--- src/rtl/core/pxf_pkg.sv ---
// Package for the escape-framed pixel stream receiver.
// Holds shared constants, event codes and the result struct; no dependencies.
package pxf_pkg;

	localparam int unsigned PXF_MAX_PIXELS      = 1024;
	localparam int unsigned PXF_LONGEST_COMMAND = 65;

	localparam logic [7:0] ESCAPE_BYTE = 8'hFF;
	localparam logic [3:0] RUN_MAX     = 4'd15;

	localparam logic [7:0] CMD_ID_SHORT_A = 8'h01;
	localparam logic [7:0] CMD_ID_LONG    = 8'h02;
	localparam logic [7:0] CMD_ID_SHORT_B = 8'h03;

	localparam logic [1:0] EV_PIXEL   = 2'd0;
	localparam logic [1:0] EV_REFRESH = 2'd1;
	localparam logic [1:0] EV_CMD     = 2'd2;
	localparam logic [1:0] EV_REJECT  = 2'd3;

	localparam logic CFG_PIXEL_LIMIT      = 1'b0;
	localparam logic CFG_ESCAPE_THRESHOLD = 1'b1;

	localparam logic [10:0] PIXEL_LIMIT_RESET      = 11'd1024;
	localparam logic [3:0]  ESCAPE_THRESHOLD_RESET = 4'd8;

	typedef struct packed {
		logic [1:0] event_kind;
		logic [9:0] pixel_number;
		logic [7:0] color_first;
		logic [7:0] color_second;
		logic [7:0] color_third;
		logic [7:0] command_code;
		logic [6:0] command_offset;
		logic [7:0] command_data;
		logic       command_last;
	} result_t;

	function automatic logic cmd_known(input logic [7:0] id);
		return (id == CMD_ID_SHORT_A) || (id == CMD_ID_LONG) || (id == CMD_ID_SHORT_B);
	endfunction

endpackage

--- src/rtl/core/pxf_stream_if.sv ---
// Stream interfaces for the receiver: byte input and event output channels.
// Field widths are written out to match pxf_pkg; no dependencies.
interface pxf_in_if;
	logic       valid;
	logic       ready;
	logic [7:0] rx_byte;

	modport source (output valid, output rx_byte, input ready);
	modport sink (input valid, input rx_byte, output ready);
endinterface

interface pxf_out_if;
	logic       valid;
	logic       ready;
	logic [1:0] event_kind;
	logic [9:0] pixel_number;
	logic [7:0] color_first;
	logic [7:0] color_second;
	logic [7:0] color_third;
	logic [7:0] command_code;
	logic [6:0] command_offset;
	logic [7:0] command_data;
	logic       command_last;

	modport source (output valid, output event_kind, output pixel_number,
		output color_first, output color_second, output color_third,
		output command_code, output command_offset, output command_data,
		output command_last, input ready);
	modport sink (input valid, input event_kind, input pixel_number,
		input color_first, input color_second, input color_third,
		input command_code, input command_offset, input command_data,
		input command_last, output ready);
endinterface

--- src/rtl/core/pxf_in_stage.sv ---
// Input register stage: captures one received byte per request.
// Depends on pxf_in_if.
module pxf_in_stage (
	input  logic         clk,
	input  logic         arst_n,
	pxf_in_if.sink       rx,
	input  logic         ready_s1,
	output logic         valid_s1,
	output logic [7:0]   byte_s1
);

	assign rx.ready = !valid_s1 || ready_s1;

	always_ff @(posedge clk or negedge arst_n) begin
		if (!arst_n) begin
			valid_s1 <= 1'b0;
		end else if (rx.ready) begin
			valid_s1 <= rx.valid;
		end
	end

	always_ff @(posedge clk) begin
		if (rx.ready && rx.valid) begin
			byte_s1 <= rx.rx_byte;
		end
	end

endmodule

--- src/rtl/core/pxf_decode.sv ---
// Frame decoder: mode, grouping and command state plus configuration registers.
// Depends on pxf_pkg; produces at most one result per consumed byte.
module pxf_decode import pxf_pkg::*; #(
	parameter int unsigned MAX_PIXELS      = PXF_MAX_PIXELS,
	parameter int unsigned LONGEST_COMMAND = PXF_LONGEST_COMMAND
) (
	input  logic          clk,
	input  logic          arst_n,
	input  logic          cfg_we,
	input  logic          cfg_index,
	input  logic [10:0]   cfg_wdata,
	input  logic          take,
	input  logic [7:0]    byte_s1,
	output logic          res_valid,
	output result_t       res
);

	localparam int CNT_W = (LONGEST_COMMAND > 1) ? $clog2(LONGEST_COMMAND) : 1;
	localparam logic [CNT_W-1:0] CNT_LAST = CNT_W'(LONGEST_COMMAND - 1);

	logic [10:0]      pixel_limit_q;
	logic [3:0]       escape_threshold_q;

	logic             cmd_q, cmd_d;
	logic [1:0]       phase_q, phase_d;
	logic [7:0]       hold0_q, hold0_d;
	logic [7:0]       hold1_q, hold1_d;
	logic [10:0]      np_q, np_d;
	logic [3:0]       run_q, run_d;
	logic [CNT_W-1:0] cnt_q, cnt_d;
	logic [7:0]       code_q, code_d;

	always_ff @(posedge clk or negedge arst_n) begin
		if (!arst_n) begin
			pixel_limit_q      <= PIXEL_LIMIT_RESET;
			escape_threshold_q <= ESCAPE_THRESHOLD_RESET;
		end else if (cfg_we) begin
			case (cfg_index)
				CFG_PIXEL_LIMIT:      pixel_limit_q      <= cfg_wdata;
				CFG_ESCAPE_THRESHOLD: escape_threshold_q <= cfg_wdata[3:0];
				default: ;
			endcase
		end
	end

	always_comb begin
		cmd_d     = cmd_q;
		phase_d   = phase_q;
		hold0_d   = hold0_q;
		hold1_d   = hold1_q;
		np_d      = np_q;
		run_d     = run_q;
		cnt_d     = cnt_q;
		code_d    = code_q;
		res_valid = 1'b0;
		res       = '0;

		if (!cmd_q) begin
			if (byte_s1 != ESCAPE_BYTE) begin
				run_d = '0;
				if (phase_q == 2'd0) begin
					hold0_d = byte_s1;
					phase_d = 2'd1;
				end else if (phase_q == 2'd1) begin
					hold1_d = byte_s1;
					phase_d = 2'd2;
				end else begin
					phase_d = 2'd0;
					if (np_q < pixel_limit_q && 32'(np_q) < MAX_PIXELS) begin
						res_valid          = 1'b1;
						res.event_kind     = EV_PIXEL;
						res.pixel_number   = np_q[9:0];
						res.color_first    = byte_s1;
						res.color_second   = hold1_q;
						res.color_third    = hold0_q;
						np_d               = np_q + 11'd1;
					end
				end
			end else begin
				phase_d = '0;
				np_d    = '0;
				if (run_q != RUN_MAX) begin
					run_d = run_q + 4'd1;
				end
				if (run_d > escape_threshold_q) begin
					cmd_d = 1'b1;
					cnt_d = '0;
				end
				// first escape of a run asks for a refresh
				if (run_d == 4'd1) begin
					res_valid      = 1'b1;
					res.event_kind = EV_REFRESH;
				end
			end
		end else if (!(cnt_q == '0 && byte_s1 == ESCAPE_BYTE)) begin
			if (cnt_q == '0) begin
				code_d = byte_s1;
			end
			res_valid          = 1'b1;
			res.command_code   = code_d;
			res.command_data   = byte_s1;
			if (!cmd_known(code_d)) begin
				res.event_kind     = EV_REJECT;
				res.command_offset = '0;
				res.command_last   = 1'b1;
			end else begin
				res.event_kind     = EV_CMD;
				res.command_offset = 7'(cnt_q);
				res.command_last   = (code_d != CMD_ID_LONG) || (cnt_q == CNT_LAST);
				cnt_d              = cnt_q + 1'b1;
			end
			if (res.command_last) begin
				cmd_d   = 1'b0;
				phase_d = '0;
				hold0_d = '0;
				hold1_d = '0;
				np_d    = '0;
				run_d   = '0;
				cnt_d   = '0;
				code_d  = '0;
			end
		end

		if (!take) begin
			res_valid = 1'b0;
		end
	end

	always_ff @(posedge clk or negedge arst_n) begin
		if (!arst_n) begin
			cmd_q   <= 1'b0;
			phase_q <= '0;
			hold0_q <= '0;
			hold1_q <= '0;
			np_q    <= '0;
			run_q   <= '0;
			cnt_q   <= '0;
			code_q  <= '0;
		end else if (take) begin
			cmd_q   <= cmd_d;
			phase_q <= phase_d;
			hold0_q <= hold0_d;
			hold1_q <= hold1_d;
			np_q    <= np_d;
			run_q   <= run_d;
			cnt_q   <= cnt_d;
			code_q  <= code_d;
		end
	end

`ifndef ASSERT_OFF
	a_phase_range: assert property (@(posedge clk) disable iff (!arst_n)
		phase_q != 2'd3) else $error("byte phase out of range");

	a_cmd_clean: assert property (@(posedge clk) disable iff (!arst_n)
		cmd_q |-> (phase_q == '0 && np_q == '0))
		else $error("pixel state not cleared in command mode");

	a_cnt_bound: assert property (@(posedge clk) disable iff (!arst_n)
		32'(cnt_q) < LONGEST_COMMAND) else $error("command count past longest command");

	a_data_cnt: assert property (@(posedge clk) disable iff (!arst_n)
		!cmd_q |-> (cnt_q == '0 && code_q == '0))
		else $error("command state left over in data mode");
`endif

endmodule

--- src/rtl/core/pxf_out_stage.sv ---
// Result register stage: holds one event until the sink takes it.
// Depends on pxf_pkg and pxf_out_if.
module pxf_out_stage import pxf_pkg::*; (
	input  logic     clk,
	input  logic     arst_n,
	input  logic     res_valid,
	input  result_t  res,
	output logic     ready_s1,
	pxf_out_if.source ev
);

	logic    valid_s2;
	result_t res_s2;

	assign ready_s1 = !valid_s2 || ev.ready;

	always_ff @(posedge clk or negedge arst_n) begin
		if (!arst_n) begin
			valid_s2 <= 1'b0;
		end else if (ready_s1) begin
			valid_s2 <= res_valid;
		end
	end

	always_ff @(posedge clk) begin
		if (ready_s1 && res_valid) begin
			res_s2 <= res;
		end
	end

	assign ev.valid          = valid_s2;
	assign ev.event_kind     = res_s2.event_kind;
	assign ev.pixel_number   = res_s2.pixel_number;
	assign ev.color_first    = res_s2.color_first;
	assign ev.color_second   = res_s2.color_second;
	assign ev.color_third    = res_s2.color_third;
	assign ev.command_code   = res_s2.command_code;
	assign ev.command_offset = res_s2.command_offset;
	assign ev.command_data   = res_s2.command_data;
	assign ev.command_last   = res_s2.command_last;

endmodule

--- src/rtl/core/pixel_stream_escape_framer.sv ---
// Escape-framed pixel stream receiver, top level.
// An event reaches event_stream via the input register and the result register.
// Throughput: one byte per cycle; the input register, decoder and result register
// form a two-stage pipeline that stalls only when the result register is held.
// Reset: asynchronous; clears all frame and command state, pipeline valids,
// and loads pixel_limit 1024 and escape_threshold 8.
module pixel_stream_escape_framer import pxf_pkg::*; #(
	parameter int unsigned MAX_PIXELS      = PXF_MAX_PIXELS,
	parameter int unsigned LONGEST_COMMAND = PXF_LONGEST_COMMAND
) (
	input  logic        clk,
	input  logic        arst_n,
	pxf_in_if.sink      rx_stream,
	pxf_out_if.source   event_stream,
	input  logic        cfg_we,
	input  logic        cfg_index,
	input  logic [10:0] cfg_wdata
);

	logic       ready_s1;
	logic       valid_s1;
	logic [7:0] byte_s1;
	logic       res_valid;
	result_t    res;

	pxf_in_stage u_in (
		.clk      (clk),
		.arst_n   (arst_n),
		.rx       (rx_stream),
		.ready_s1 (ready_s1),
		.valid_s1 (valid_s1),
		.byte_s1  (byte_s1)
	);

	pxf_decode #(
		.MAX_PIXELS      (MAX_PIXELS),
		.LONGEST_COMMAND (LONGEST_COMMAND)
	) u_decode (
		.clk       (clk),
		.arst_n    (arst_n),
		.cfg_we    (cfg_we),
		.cfg_index (cfg_index),
		.cfg_wdata (cfg_wdata),
		.take      (valid_s1 && ready_s1),
		.byte_s1   (byte_s1),
		.res_valid (res_valid),
		.res       (res)
	);

	pxf_out_stage u_out (
		.clk       (clk),
		.arst_n    (arst_n),
		.res_valid (res_valid),
		.res       (res),
		.ready_s1  (ready_s1),
		.ev        (event_stream)
	);

endmodule
--- src/flat_wrapper.sv ---
// flat-port wrapper written by rule: the top's interface ports become plain ports
module pixel_stream_escape_framer_flat import pxf_pkg::*;
#(
	parameter int unsigned MAX_PIXELS      = PXF_MAX_PIXELS,
	parameter int unsigned LONGEST_COMMAND = PXF_LONGEST_COMMAND
)
  (clk, arst_n, cfg_we, cfg_index, cfg_wdata, rx_stream_valid, rx_stream_rx_byte, rx_stream_ready, event_stream_valid, event_stream_event_kind, event_stream_pixel_number, event_stream_color_first, event_stream_color_second, event_stream_color_third, event_stream_command_code, event_stream_command_offset, event_stream_command_data, event_stream_command_last, event_stream_ready);
  pxf_in_if rx_stream_i ();
  pxf_out_if event_stream_i ();
  input  logic clk;
  input  logic arst_n;
  input  logic cfg_we;
  input  logic cfg_index;
  input  logic [10:0] cfg_wdata;
  input wire logic [$bits(rx_stream_i.valid)-1:0] rx_stream_valid;
  input wire logic [$bits(rx_stream_i.rx_byte)-1:0] rx_stream_rx_byte;
  output wire logic [$bits(rx_stream_i.ready)-1:0] rx_stream_ready;
  output wire logic [$bits(event_stream_i.valid)-1:0] event_stream_valid;
  output wire logic [$bits(event_stream_i.event_kind)-1:0] event_stream_event_kind;
  output wire logic [$bits(event_stream_i.pixel_number)-1:0] event_stream_pixel_number;
  output wire logic [$bits(event_stream_i.color_first)-1:0] event_stream_color_first;
  output wire logic [$bits(event_stream_i.color_second)-1:0] event_stream_color_second;
  output wire logic [$bits(event_stream_i.color_third)-1:0] event_stream_color_third;
  output wire logic [$bits(event_stream_i.command_code)-1:0] event_stream_command_code;
  output wire logic [$bits(event_stream_i.command_offset)-1:0] event_stream_command_offset;
  output wire logic [$bits(event_stream_i.command_data)-1:0] event_stream_command_data;
  output wire logic [$bits(event_stream_i.command_last)-1:0] event_stream_command_last;
  input wire logic [$bits(event_stream_i.ready)-1:0] event_stream_ready;
  assign rx_stream_i.valid = rx_stream_valid;
  assign rx_stream_i.rx_byte = rx_stream_rx_byte;
  assign rx_stream_ready = rx_stream_i.ready;
  assign event_stream_valid = event_stream_i.valid;
  assign event_stream_event_kind = event_stream_i.event_kind;
  assign event_stream_pixel_number = event_stream_i.pixel_number;
  assign event_stream_color_first = event_stream_i.color_first;
  assign event_stream_color_second = event_stream_i.color_second;
  assign event_stream_color_third = event_stream_i.color_third;
  assign event_stream_command_code = event_stream_i.command_code;
  assign event_stream_command_offset = event_stream_i.command_offset;
  assign event_stream_command_data = event_stream_i.command_data;
  assign event_stream_command_last = event_stream_i.command_last;
  assign event_stream_i.ready = event_stream_ready;
  pixel_stream_escape_framer #(.MAX_PIXELS(MAX_PIXELS), .LONGEST_COMMAND(LONGEST_COMMAND)) u_core (.clk(clk), .arst_n(arst_n), .rx_stream(rx_stream_i), .event_stream(event_stream_i), .cfg_we(cfg_we), .cfg_index(cfg_index), .cfg_wdata(cfg_wdata));
endmodule
--- config.mk ---
export PLATFORM = sky130hd
export DESIGN_NAME = pixel_stream_escape_framer_flat
export DESIGN_NICKNAME = d
export VERILOG_FILES = /design/src/rtl/core/pxf_pkg.sv /design/src/rtl/core/pxf_stream_if.sv /design/src/rtl/core/pxf_in_stage.sv /design/src/rtl/core/pxf_decode.sv /design/src/rtl/core/pxf_out_stage.sv /design/src/rtl/core/pixel_stream_escape_framer.sv /design/src/flat_wrapper.sv
export SDC_FILE = /design/constraint.sdc
export NUM_CORES = 1
export LEC_CHECK = 0
export ABC_AREA = 1
export ABC_CLOCK_PERIOD_IN_PS = 4200
export BUFFER_PORTS_ARGS = -buffer_cell sky130_fd_sc_hd__buf_2
export CORE_ASPECT_RATIO = 0.8
export CORE_UTILIZATION = 50
export CTS_BUF_LIST = sky130_fd_sc_hd__clkbuf_8
export DETAILED_ROUTE_END_ITERATION = 8
export HOLD_SLACK_MARGIN = 0.1
export PLACE_DENSITY_LB_ADDON = 0.3
export SLEW_MARGIN = 15
export SYNTH_ARGS = -nofsm -noshare
export SYNTH_HDL_FRONTEND = slang
export SYNTH_SLANG_ARGS = --single-unit
--- constraint.sdc ---
create_clock -name clk -period 4.2 [get_ports clk]
set_clock_uncertainty 0.05 [all_clocks]
set_input_delay 0.21 -clock clk [delete_from_list [all_inputs] [get_ports clk]]
set_output_delay 0.21 -clock clk [all_outputs]
set_load 0.005 [all_outputs]
==> tab_implementation.tex, run 1 <==
\begin{tabular}{lr}
\hline
Metric & Value \\
\hline
\multicolumn{2}{l}{\textbf{Status}} \\
Result of the run & finished clean \\
\multicolumn{2}{l}{\textbf{STA}} \\
Fmax achieved & 317 MHz \\
RSZ-0062 raised after global routing & false \\
Final hold viol count & 0 \\
Count of pins over their slew limit & 0 \\
Rel. slew slack & 53.9\% \\
Actual transition at the worst max-transition pin & 0.686 ns \\
Setup\_tns & 0 ns \\
Fin crit period & 3.16 ns \\
Share of the cycle needed by the critical path after routing & 75.2\% \\
Finish-stage setup viols & 0 \\
\multicolumn{2}{l}{\textbf{Cells and area}} \\
Commonest cells after routing, fill and taps aside & sky130\_fd\_sc\_hd\_\_nand2\_1 (153), sky130\_fd\_sc\_hd\_\_inv\_1 (99), sky130\_fd\_sc\_hd\_\_nor2\_1 (93) \\
Share of cells above drive strength 1 & 18.2\% \\
Layout net count & 811 \\
Ant. Diodes & 0 \\
Most common library cell in the layout ignoring fill and taps & sky130\_fd\_sc\_hd\_\_nand2\_1 \\
Layout overhead on the synthesized area & 19.5\% \\
\multicolumn{2}{l}{\textbf{Synth}} \\
Count of unique library cells instantiated by Yosys & 34 \\
Number of standard cells after synthesis & 652 \\
Top cells by area, synth & sky130\_fd\_sc\_hd\_\_edfxtp\_1 (33\%), sky130\_fd\_sc\_hd\_\_dfrtp\_1 (26\%), sky130\_fd\_sc\_hd\_\_nand2\_1 (9.4\%) \\
Synthesized area & 0.00613 mm² \\
Number of enable-type register cells in the synthesized netlist & 68 \\
Portion of the post-synthesis area used by sequential elements & 60.3\% \\
Post-synth top area share & 33.3\% \\
Area leader, netlist & sky130\_fd\_sc\_hd\_\_edfxtp\_1 \\
Register bit total from synthesis & 134 \\
Ys Warns & 0 \\
FFs w/ async S/R, synth & 49.3\% \\
Number of nets in the synthesized netlist & 696 \\
Flip-flop cell with the highest count after synthesis & sky130\_fd\_sc\_hd\_\_edfxtp\_1 \\
Average footprint of a synthesized cell & 9.40 µm² \\
\multicolumn{2}{l}{\textbf{Job}} \\
Max\_cap viols & 0 \\
\multicolumn{2}{l}{\textbf{Critical path}} \\
Delay of the slowest cell on the worst path & 0.52 ns \\
Series of cell instances along the critical path & inv\_1, ha\_1, nand2\_1, inv\_1, nand2\_1, nor2\_1, a211oi\_1, nand3\_1, nand2\_1, nand2\_1, inv\_2, buf\_4 \\
Worst path required time & 4.24 ns \\
Maximum net fanout on the critical path & 45 \\
Cell type with the highest occurrence count on the critical path & sky130\_fd\_sc\_hd\_\_nand2\_1 \\
Kind of end point of the critical path & flop \\
Critical-path cell with the highest stage delay & sky130\_fd\_sc\_hd\_\_dfstp\_2 \\
Number of buffers and inverters on the critical path & 4 \\
Largest delay share family, worst path & buffers and inverters \\
Arrival @ worst endpoint & 3.19 ns \\
Startpoint types & flop \\
Crit path kind & flop to flop \\
\multicolumn{2}{l}{\textbf{GRT}} \\
Largest net degree at the start of global routing & 46 \\
Number of global-route vias before repair & 4572 \\
Remaining global-route overflow & 0 \\
First-pass GRT wire length & 21500 µm \\
Aggregate global-route resource usage & 22.2\% \\
Number of antenna violations at the first check in global routing & 0 \\
\multicolumn{2}{l}{\textbf{Floorplan}} \\
\# rows & 35 \\
Horizontal die dimension & 126 µm \\
Initial Util & 52.2\% \\
Die H & 101 µm \\
Placeable core area & 0.0117 mm² \\
Io pins & 87 \\
Area enclosed by the die boundary & 0.0127 mm² \\
\multicolumn{2}{l}{\textbf{Detailed routing}} \\
First-pass detailed-route iteration total & 5 \\
Via-per-instance ratio & 5.03 \\
Detail Route Antenna Nets & 0 \\
DR iter-0 viols & 443 \\
Final routed wire length divided by cell count & 13.9 µm \\
Via count & 4669 \\
DRC violation count after routing & 0 \\
Final WL & 12900 µm \\
\multicolumn{2}{l}{\textbf{Min path}} \\
Classification of the worst-slack hold path & input port to flop \\
\multicolumn{2}{l}{\textbf{Clocking}} \\
TritonCTS clock tree & done \\
Number of sinks handled by clock tree synthesis & 134 \\
Clock slew at reported path FFs & 0.08 ns \\
Clk Latency, worst-skew pair & 0.45 ns \\
CTS resizes & 0 \\
H-tree levels & 4 \\
Largest buffer count on any clock path & 2 \\
Number of CTS-inserted buffers & 17 \\
Root buffer selected by CTS & sky130\_fd\_sc\_hd\_\_clkbuf\_8 \\
\multicolumn{2}{l}{\textbf{Placement}} \\
Routability congestion estimate from global placement & 0.880 \\
Port Buf Inserts & 86 \\
HPWL reported at the end of detailed placement & 8990 µm \\
\multicolumn{2}{l}{\textbf{Power}} \\
Overall power & 3890 µW \\
Lkg Pwr & 0.00356 µW \\
Power per cell area & 531 mW/mm² \\
Largest voltage drop on the vdd net & 0.000213 V \\
\hline
\end{tabular}
## routing by layer
metal	up-vias	wire, µm	global-route usage (%)
li1	2307	-	-
met1	2209	5910	29.6
met2	138	6020	35.0
met3	15	774	6.10
met4	0	178	8.34
met5	-	0	0
## path summary, 6_finish.rpt
check | startpoint | to | slack [ns] | cells after the start
min in group asynchronous | arst_n | u_core.u_decode.code_q[7]$_DFFE_PN0P_ | 0.22 | 2
hold / removal | cfg_we | u_core.u_decode.escape_threshold_q[2]$_DFFE_PN0P_ | 0.14 | 3
hold reg to reg | u_core.u_decode.hold0_q[3]$_DFFE_PN0P_ | u_core.u_decode.hold0_q[3]$_DFFE_PN0P_ | 0.42 | 2
max in group asynchronous | arst_n | u_core.u_decode.hold1_q[6]$_DFFE_PN0P_ | 2.94 | 3
setup reg to reg | u_core.u_decode.pixel_limit_q[10]$_DFFE_PN1P_ | u_core.u_out.ev.pixel_number[7]$_SDFFCE_PP0P_ | 1.04 | 12
setup / recovery | u_core.u_decode.pixel_limit_q[10]$_DFFE_PN1P_ | u_core.u_out.ev.pixel_number[7]$_SDFFCE_PP0P_ | 1.04 | 12
## report_power, final
part | switching, µW | internal, µW | leakage [µW]
sequential | 130 | 1730 | 0.00151
clock | 520 | 590 | 0.000208
combinational | 631 | 287 | 0.00184
total | 1280 | 2610 | 0.00356
## cells in the mapped netlist (3+ instances only)
library cell	count
sky130_fd_sc_hd__nor2_1	93
sky130_fd_sc_hd__nor3_1	7
sky130_fd_sc_hd__nand2_1	153
sky130_fd_sc_hd__ha_1	19
sky130_fd_sc_hd__buf_4	3
sky130_fd_sc_hd__inv_2	5
sky130_fd_sc_hd__o21ai_1	10
sky130_fd_sc_hd__inv_1	99
sky130_fd_sc_hd__xor2_1	9
sky130_fd_sc_hd__nand2_2	4
sky130_fd_sc_hd__nand4_1	14
sky130_fd_sc_hd__edfxtp_1	68
sky130_fd_sc_hd__clkbuf_1	9
sky130_fd_sc_hd__nand3_1	34
sky130_fd_sc_hd__nor2_4	3
sky130_fd_sc_hd__a21oi_1	15
sky130_fd_sc_hd__o21ai_0	18
sky130_fd_sc_hd__dfrtp_1	64
sky130_fd_sc_hd__nor2_2	3
sky130_fd_sc_hd__and2_1	3
## stage by stage
step | instances | hold slack [ns] | instance area (µm²) | utilization, % | setup WS, ns
after global placement | 872 | 0.167 | 6670 | 56.9 | 1.22
after CTS | 928 | 0.110 | 7320 | 62.4 | 1.06
after floorplan | 652 | -0.136 | 6130 | - | 0.966
after global routing | 928 | 0.195 | 7320 | 62.4 | 0.846
after detailed placement | 872 | 0.172 | 6670 | 56.9 | 1.08
final | 928 | 0.135 | 7320 | 62.4 | 1.04
## state kept, by name, indices dropped and copies added, names as in the netlist, 2 cells and up
signal,cells
u_core.u_out.ev.color_second,8
u_core.u_decode.pixel_limit_q,11
u_core.u_out.ev.pixel_number,10
u_core.u_decode.run_q,4
u_core.u_out.ev.command_code,8
u_core.u_decode.code_q,8
u_core.u_out.ev.command_offset,7
u_core.u_decode.hold0_q,8
u_core.u_out.ev.command_data,8
u_core.u_decode.escape_threshold_q,4
u_core.u_decode.np_q,11
u_core.u_out.ev.event_kind,2
u_core.u_out.ev.color_third,8
u_core.u_decode.hold1_q,8
u_core.u_decode.phase_q,2
u_core.u_in.byte_s1,8
u_core.u_decode.cnt_q,7
u_core.u_out.ev.color_first,8
## area by class of cell
class | instances | area [µm²]
clock inverters | 15 | 176
inverters | 104 | 390
clock buffers | 17 | 234
multi-input cells | 398 | 1960
well taps | 148 | 185
repair buffers | 112 | 686
fillers | 957 | 4410
flip-flops and latches | 134 | 3700
## worst register-to-register path, delay by kind of cell, from the launching register on
family | cells | cell delay (ns)
compound gates | 1 | 0.19
fa+ha+maj | 1 | 0.30
buf+inv | 4 | 0.92
flops | 1 | 0.52
simple gates | 6 | 0.80
## logic make-up (layout without fill, tap and decap cells)
kind of cell               Yosys count  after routing  share of synthesized area [%]
and+or+nand+nor                    324            324                           22.9
DFF                                134            134                           60.3
buffers and inverters              120            248                           7.80
AOI/OAI and AO/OA                   46             46                           3.86
adders and majority gates           19             19                           3.88
xor gates and xnor gates             9              9                           1.29
## repair_timing
item | in CTS | in global routing
hold endpoints to repair | 48 | 0
setup buffers | 0 | 0
hold buffers | 24 | 0
Note: power is estimated with default switching activity, not from simulation.
==> run 2: changes to the inputs <==
--- a/config.mk
+++ b/config.mk
@@ -6,7 +6,7 @@
 export NUM_CORES = 1
 export LEC_CHECK = 0
 export ABC_AREA = 1
-export ABC_CLOCK_PERIOD_IN_PS = 4200
+export ABC_CLOCK_PERIOD_IN_PS = 2620
 export BUFFER_PORTS_ARGS = -buffer_cell sky130_fd_sc_hd__buf_2
 export CORE_ASPECT_RATIO = 0.8
 export CORE_UTILIZATION = 50
==> constraint.sdc (replaced) <==
create_clock -name clk -period 2.62 [get_ports clk]
set_clock_uncertainty 0.05 [all_clocks]
set_input_delay 0.131 -clock clk [delete_from_list [all_inputs] [get_ports clk]]
set_output_delay 0.131 -clock clk [all_outputs]
set_load 0.005 [all_outputs]
==> run 2 against run 1 <==
  * Wire length is 5.8% higher
  * Non-clock buffer count rose by 18
  * Critical path type unchanged
  * Clock-buffer cell count stayed put
  * Via count grew 2.7%
  * Sequential power up 58%
  * Sequential share of layout area down 1.8 points
  * Largest power group unchanged
  * Total power grew 66%
  * Highest routed layer unchanged
==> tab_implementation.tex, run 2 (same netlist as run 1, synthesis figures left out) <==
\begin{tabular}{lr}
\hline
Metric & Value \\
\hline
\multicolumn{2}{l}{\textbf{Cells and area}} \\
Final design area excluding fillers & 0.00759 mm² (+3.7\%) \\
Ant. Diodes & 0 (unchanged) \\
\# fillers & 933 (-2.5\%) \\
Layout net count & 830 (+2.3\%) \\
Most common library cell in the layout ignoring fill and taps & sky130\_fd\_sc\_hd\_\_nand2\_1 \\
Layout overhead on the synthesized area & 23.9\% \\
Commonest cells after routing, fill and taps aside & sky130\_fd\_sc\_hd\_\_nand2\_1 (145), sky130\_fd\_sc\_hd\_\_inv\_1 (96), sky130\_fd\_sc\_hd\_\_nor2\_1 (92) \\
Share of cells above drive strength 1 & 22.0\% (+3.8 points) \\
\multicolumn{2}{l}{\textbf{Critical path}} \\
Startpoint types & flop \\
Largest delay share family, worst path & simple AND/OR/NAND/NOR gates \\
Critical-path cell with the highest stage delay & sky130\_fd\_sc\_hd\_\_dfrtp\_2 \\
Series of cell instances along the critical path & ha\_2, or2\_2, a21oi\_2, inv\_1, ha\_1, nand2\_1, inv\_1, o21ai\_0, nand2\_1, nand4\_1, nand2\_4, nand2\_1, xor2\_1, nor2\_1 \\
Maximum net fanout on the critical path & 6 (-87\%) \\
Arrival @ worst endpoint & 2.76 ns (-0.43 ns) \\
Number of buffers and inverters on the critical path & 2 (-2) \\
Crit path kind & flop to flop \\
Cell type with the highest occurrence count on the critical path & sky130\_fd\_sc\_hd\_\_nand2\_1 \\
Worst path required time & 2.90 ns (-1.34 ns) \\
Delay of the slowest cell on the worst path & 0.44 ns (-0.08 ns) \\
Kind of end point of the critical path & flop \\
\multicolumn{2}{l}{\textbf{STA}} \\
RSZ-0062 raised after global routing & true \\
Fmax achieved & 403 MHz (+27\%) \\
Actual transition at the worst max-transition pin & 0.688 ns (+0.00243 ns) \\
Share of the cycle needed by the critical path after routing & 94.6\% (+19 points) \\
Finish-stage setup viols & 0 (unchanged) \\
Count of pins over their slew limit & 0 (unchanged) \\
Final hold viol count & 0 (unchanged) \\
Rel. slew slack & 54.1\% (+0.19 points) \\
Fin crit period & 2.48 ns (-0.678 ns) \\
\multicolumn{2}{l}{\textbf{Detailed routing}} \\
Via-per-instance ratio & 5.07 (+0.68\%) \\
Final WL & 13600 µm (+5.8\%) \\
DR iter-0 viols & 331 (-25\%) \\
Detail Route Antenna Nets & 0 (unchanged) \\
Via count & 4797 (+2.7\%) \\
Final routed wire length divided by cell count & 14.4 µm (+3.6\%) \\
DRC violation count after routing & 0 (unchanged) \\
First-pass detailed-route iteration total & 5 (unchanged) \\
\multicolumn{2}{l}{\textbf{Floorplan}} \\
Horizontal die dimension & 126 µm (unchanged) \\
Initial Util & 52.2\% (unchanged) \\
Area enclosed by the die boundary & 0.0127 mm² (unchanged) \\
Placeable core area & 0.0117 mm² (unchanged) \\
Die H & 101 µm (unchanged) \\
\# rows & 35 (unchanged) \\
Io pins & 87 (unchanged) \\
\multicolumn{2}{l}{\textbf{Clocking}} \\
Number of CTS-inserted buffers & 17 (unchanged) \\
Largest buffer count on any clock path & 2 (unchanged) \\
Clk Latency, worst-skew pair & 0.44 ns (about the same) \\
Clock slew at reported path FFs & 0.09 ns (about the same) \\
TritonCTS clock tree & done \\
Number of sinks handled by clock tree synthesis & 134 (unchanged) \\
Root buffer selected by CTS & sky130\_fd\_sc\_hd\_\_clkbuf\_8 \\
H-tree levels & 4 (unchanged) \\
\multicolumn{2}{l}{\textbf{GRT}} \\
Largest net degree at the start of global routing & 40 (-13\%) \\
Number of antenna violations at the first check in global routing & 0 (unchanged) \\
Number of global-route vias before repair & 4581 (+0.20\%) \\
Aggregate global-route resource usage & 22.9\% (+0.75 points) \\
First-pass GRT wire length & 22400 µm (+4.1\%) \\
Remaining global-route overflow & 0 (unchanged) \\
\multicolumn{2}{l}{\textbf{Placement}} \\
Port Buf Inserts & 86 (unchanged) \\
HPWL reported at the end of detailed placement & 9420 µm (+4.9\%) \\
Routability congestion estimate from global placement & 0.860 (-2.3\%) \\
Total placed instance area & 0.00683 mm² (+2.4\%) \\
\multicolumn{2}{l}{\textbf{Job}} \\
Max\_cap viols & 0 (unchanged) \\
\multicolumn{2}{l}{\textbf{Power}} \\
Lkg Pwr & 0.00366 µW (+2.9\%) \\
Overall power & 6460 µW (+66\%) \\
Largest voltage drop on the vdd net & 0.000410 V (+92\%) \\
Power per cell area & 851 mW/mm² (+60\%) \\
\multicolumn{2}{l}{\textbf{Status}} \\
Result of the run & finished clean \\
\multicolumn{2}{l}{\textbf{Min path}} \\
Classification of the worst-slack hold path & input port to asynchronous set/reset pin \\
\hline
\end{tabular}
## run 2: worst reg2reg max path, stage by stage (launching register included)
cell	delay (ns)
sky130_fd_sc_hd__dfrtp_2	0.44
sky130_fd_sc_hd__ha_2	0.21
sky130_fd_sc_hd__or2_2	0.30
sky130_fd_sc_hd__a21oi_2	0.13
sky130_fd_sc_hd__inv_1	0.08
sky130_fd_sc_hd__ha_1	0.28
sky130_fd_sc_hd__nand2_1	0.05
sky130_fd_sc_hd__inv_1	0.06
sky130_fd_sc_hd__o21ai_0	0.08
sky130_fd_sc_hd__nand2_1	0.09
sky130_fd_sc_hd__nand4_1	0.16
sky130_fd_sc_hd__nand2_4	0.16
sky130_fd_sc_hd__nand2_1	0.08
sky130_fd_sc_hd__xor2_1	0.15
sky130_fd_sc_hd__nor2_1	0.06
## run 2: per-stage QoR
step	TNS, ns	setup WS, ns	instances	hold WS, ns	utilization (%)
4_1_cts	0	0.0829	943	0.221	64.1
3_3_place_gp	0	0.136	884	0.165	58.2
3_5_place_dp	0	0.0129	884	0.165	58.2
6_report	0	0.141	947	0.210	64.7
5_1_grt	-0.129	-0.0426	947	0.275	64.7
2_1_floorplan	-12.06	-0.201	652	-0.215	-
## run 2: final timing paths
kind | startpoint | slack [ns] | end | depth (start not counted)
max | u_core.u_decode.run_q[0]$_DFFE_PN0P_ | 0.14 | u_core.u_decode.cnt_q[6]$_DFFE_PN0P_ | 14
min | arst_n | 0.21 | u_core.u_decode.escape_threshold_q[1]$_DFFE_PN0P_ | 2
max reg2reg | u_core.u_decode.run_q[0]$_DFFE_PN0P_ | 0.14 | u_core.u_decode.cnt_q[6]$_DFFE_PN0P_ | 14
min reg2reg | u_core.u_decode.hold1_q[0]$_DFFE_PN0P_ | 0.43 | u_core.u_decode.hold1_q[0]$_DFFE_PN0P_ | 2
max in group asynchronous | arst_n | 1.61 | u_core.u_decode.pixel_limit_q[10]$_DFFE_PN1P_ | 3
min in group clk | rx_stream_rx_byte[6] | 0.36 | u_core.u_in.byte_s1[6]$_DFFE_PP_ | 2
## run 2: repair_timing
action / CTS / global route
pin swaps: 0 / 3
cloned: 0 / 1
resized for setup: 1 / 13
buffers inserted: 0 / 3
hold endpoints to repair: 53 / 0
setup endpoints to repair: 2 / 29
hold buffers: 27 / 0
## run 2: cell type report
cell class / instances / area (µm²) / area share (%)
Multi-Input combinational cell: 399 / 2030 / 26.8
Timing Repair Buffer: 130 / 866 / 11.4
Inverter: 104 / 394 / 5.19
Tap cell: 148 / 185 / 2.44
Sequential cell: 134 / 3700 / 48.7
Clock inverter: 15 / 183 / 2.41
Clock buffer: 17 / 234 / 3.08
## run 2: metal layers
| layer | part of all wire (%) | global-route usage, % | wire, µm |
|---|---|---|---|
| met5 | 0 | 0 | 0 |
| met4 | 0.89 | 6.77 | 121 |
| met3 | 6.8 | 5.04 | 926 |
| met2 | 48 | 37.6 | 6520 |
| met1 | 45 | 30.9 | 6070 |
## run 2: power by group
group,switching (µW),total [µW],internal (µW)
clock,931,1820,891
combinational,1120,1700,581
sequential,170,2940,2770
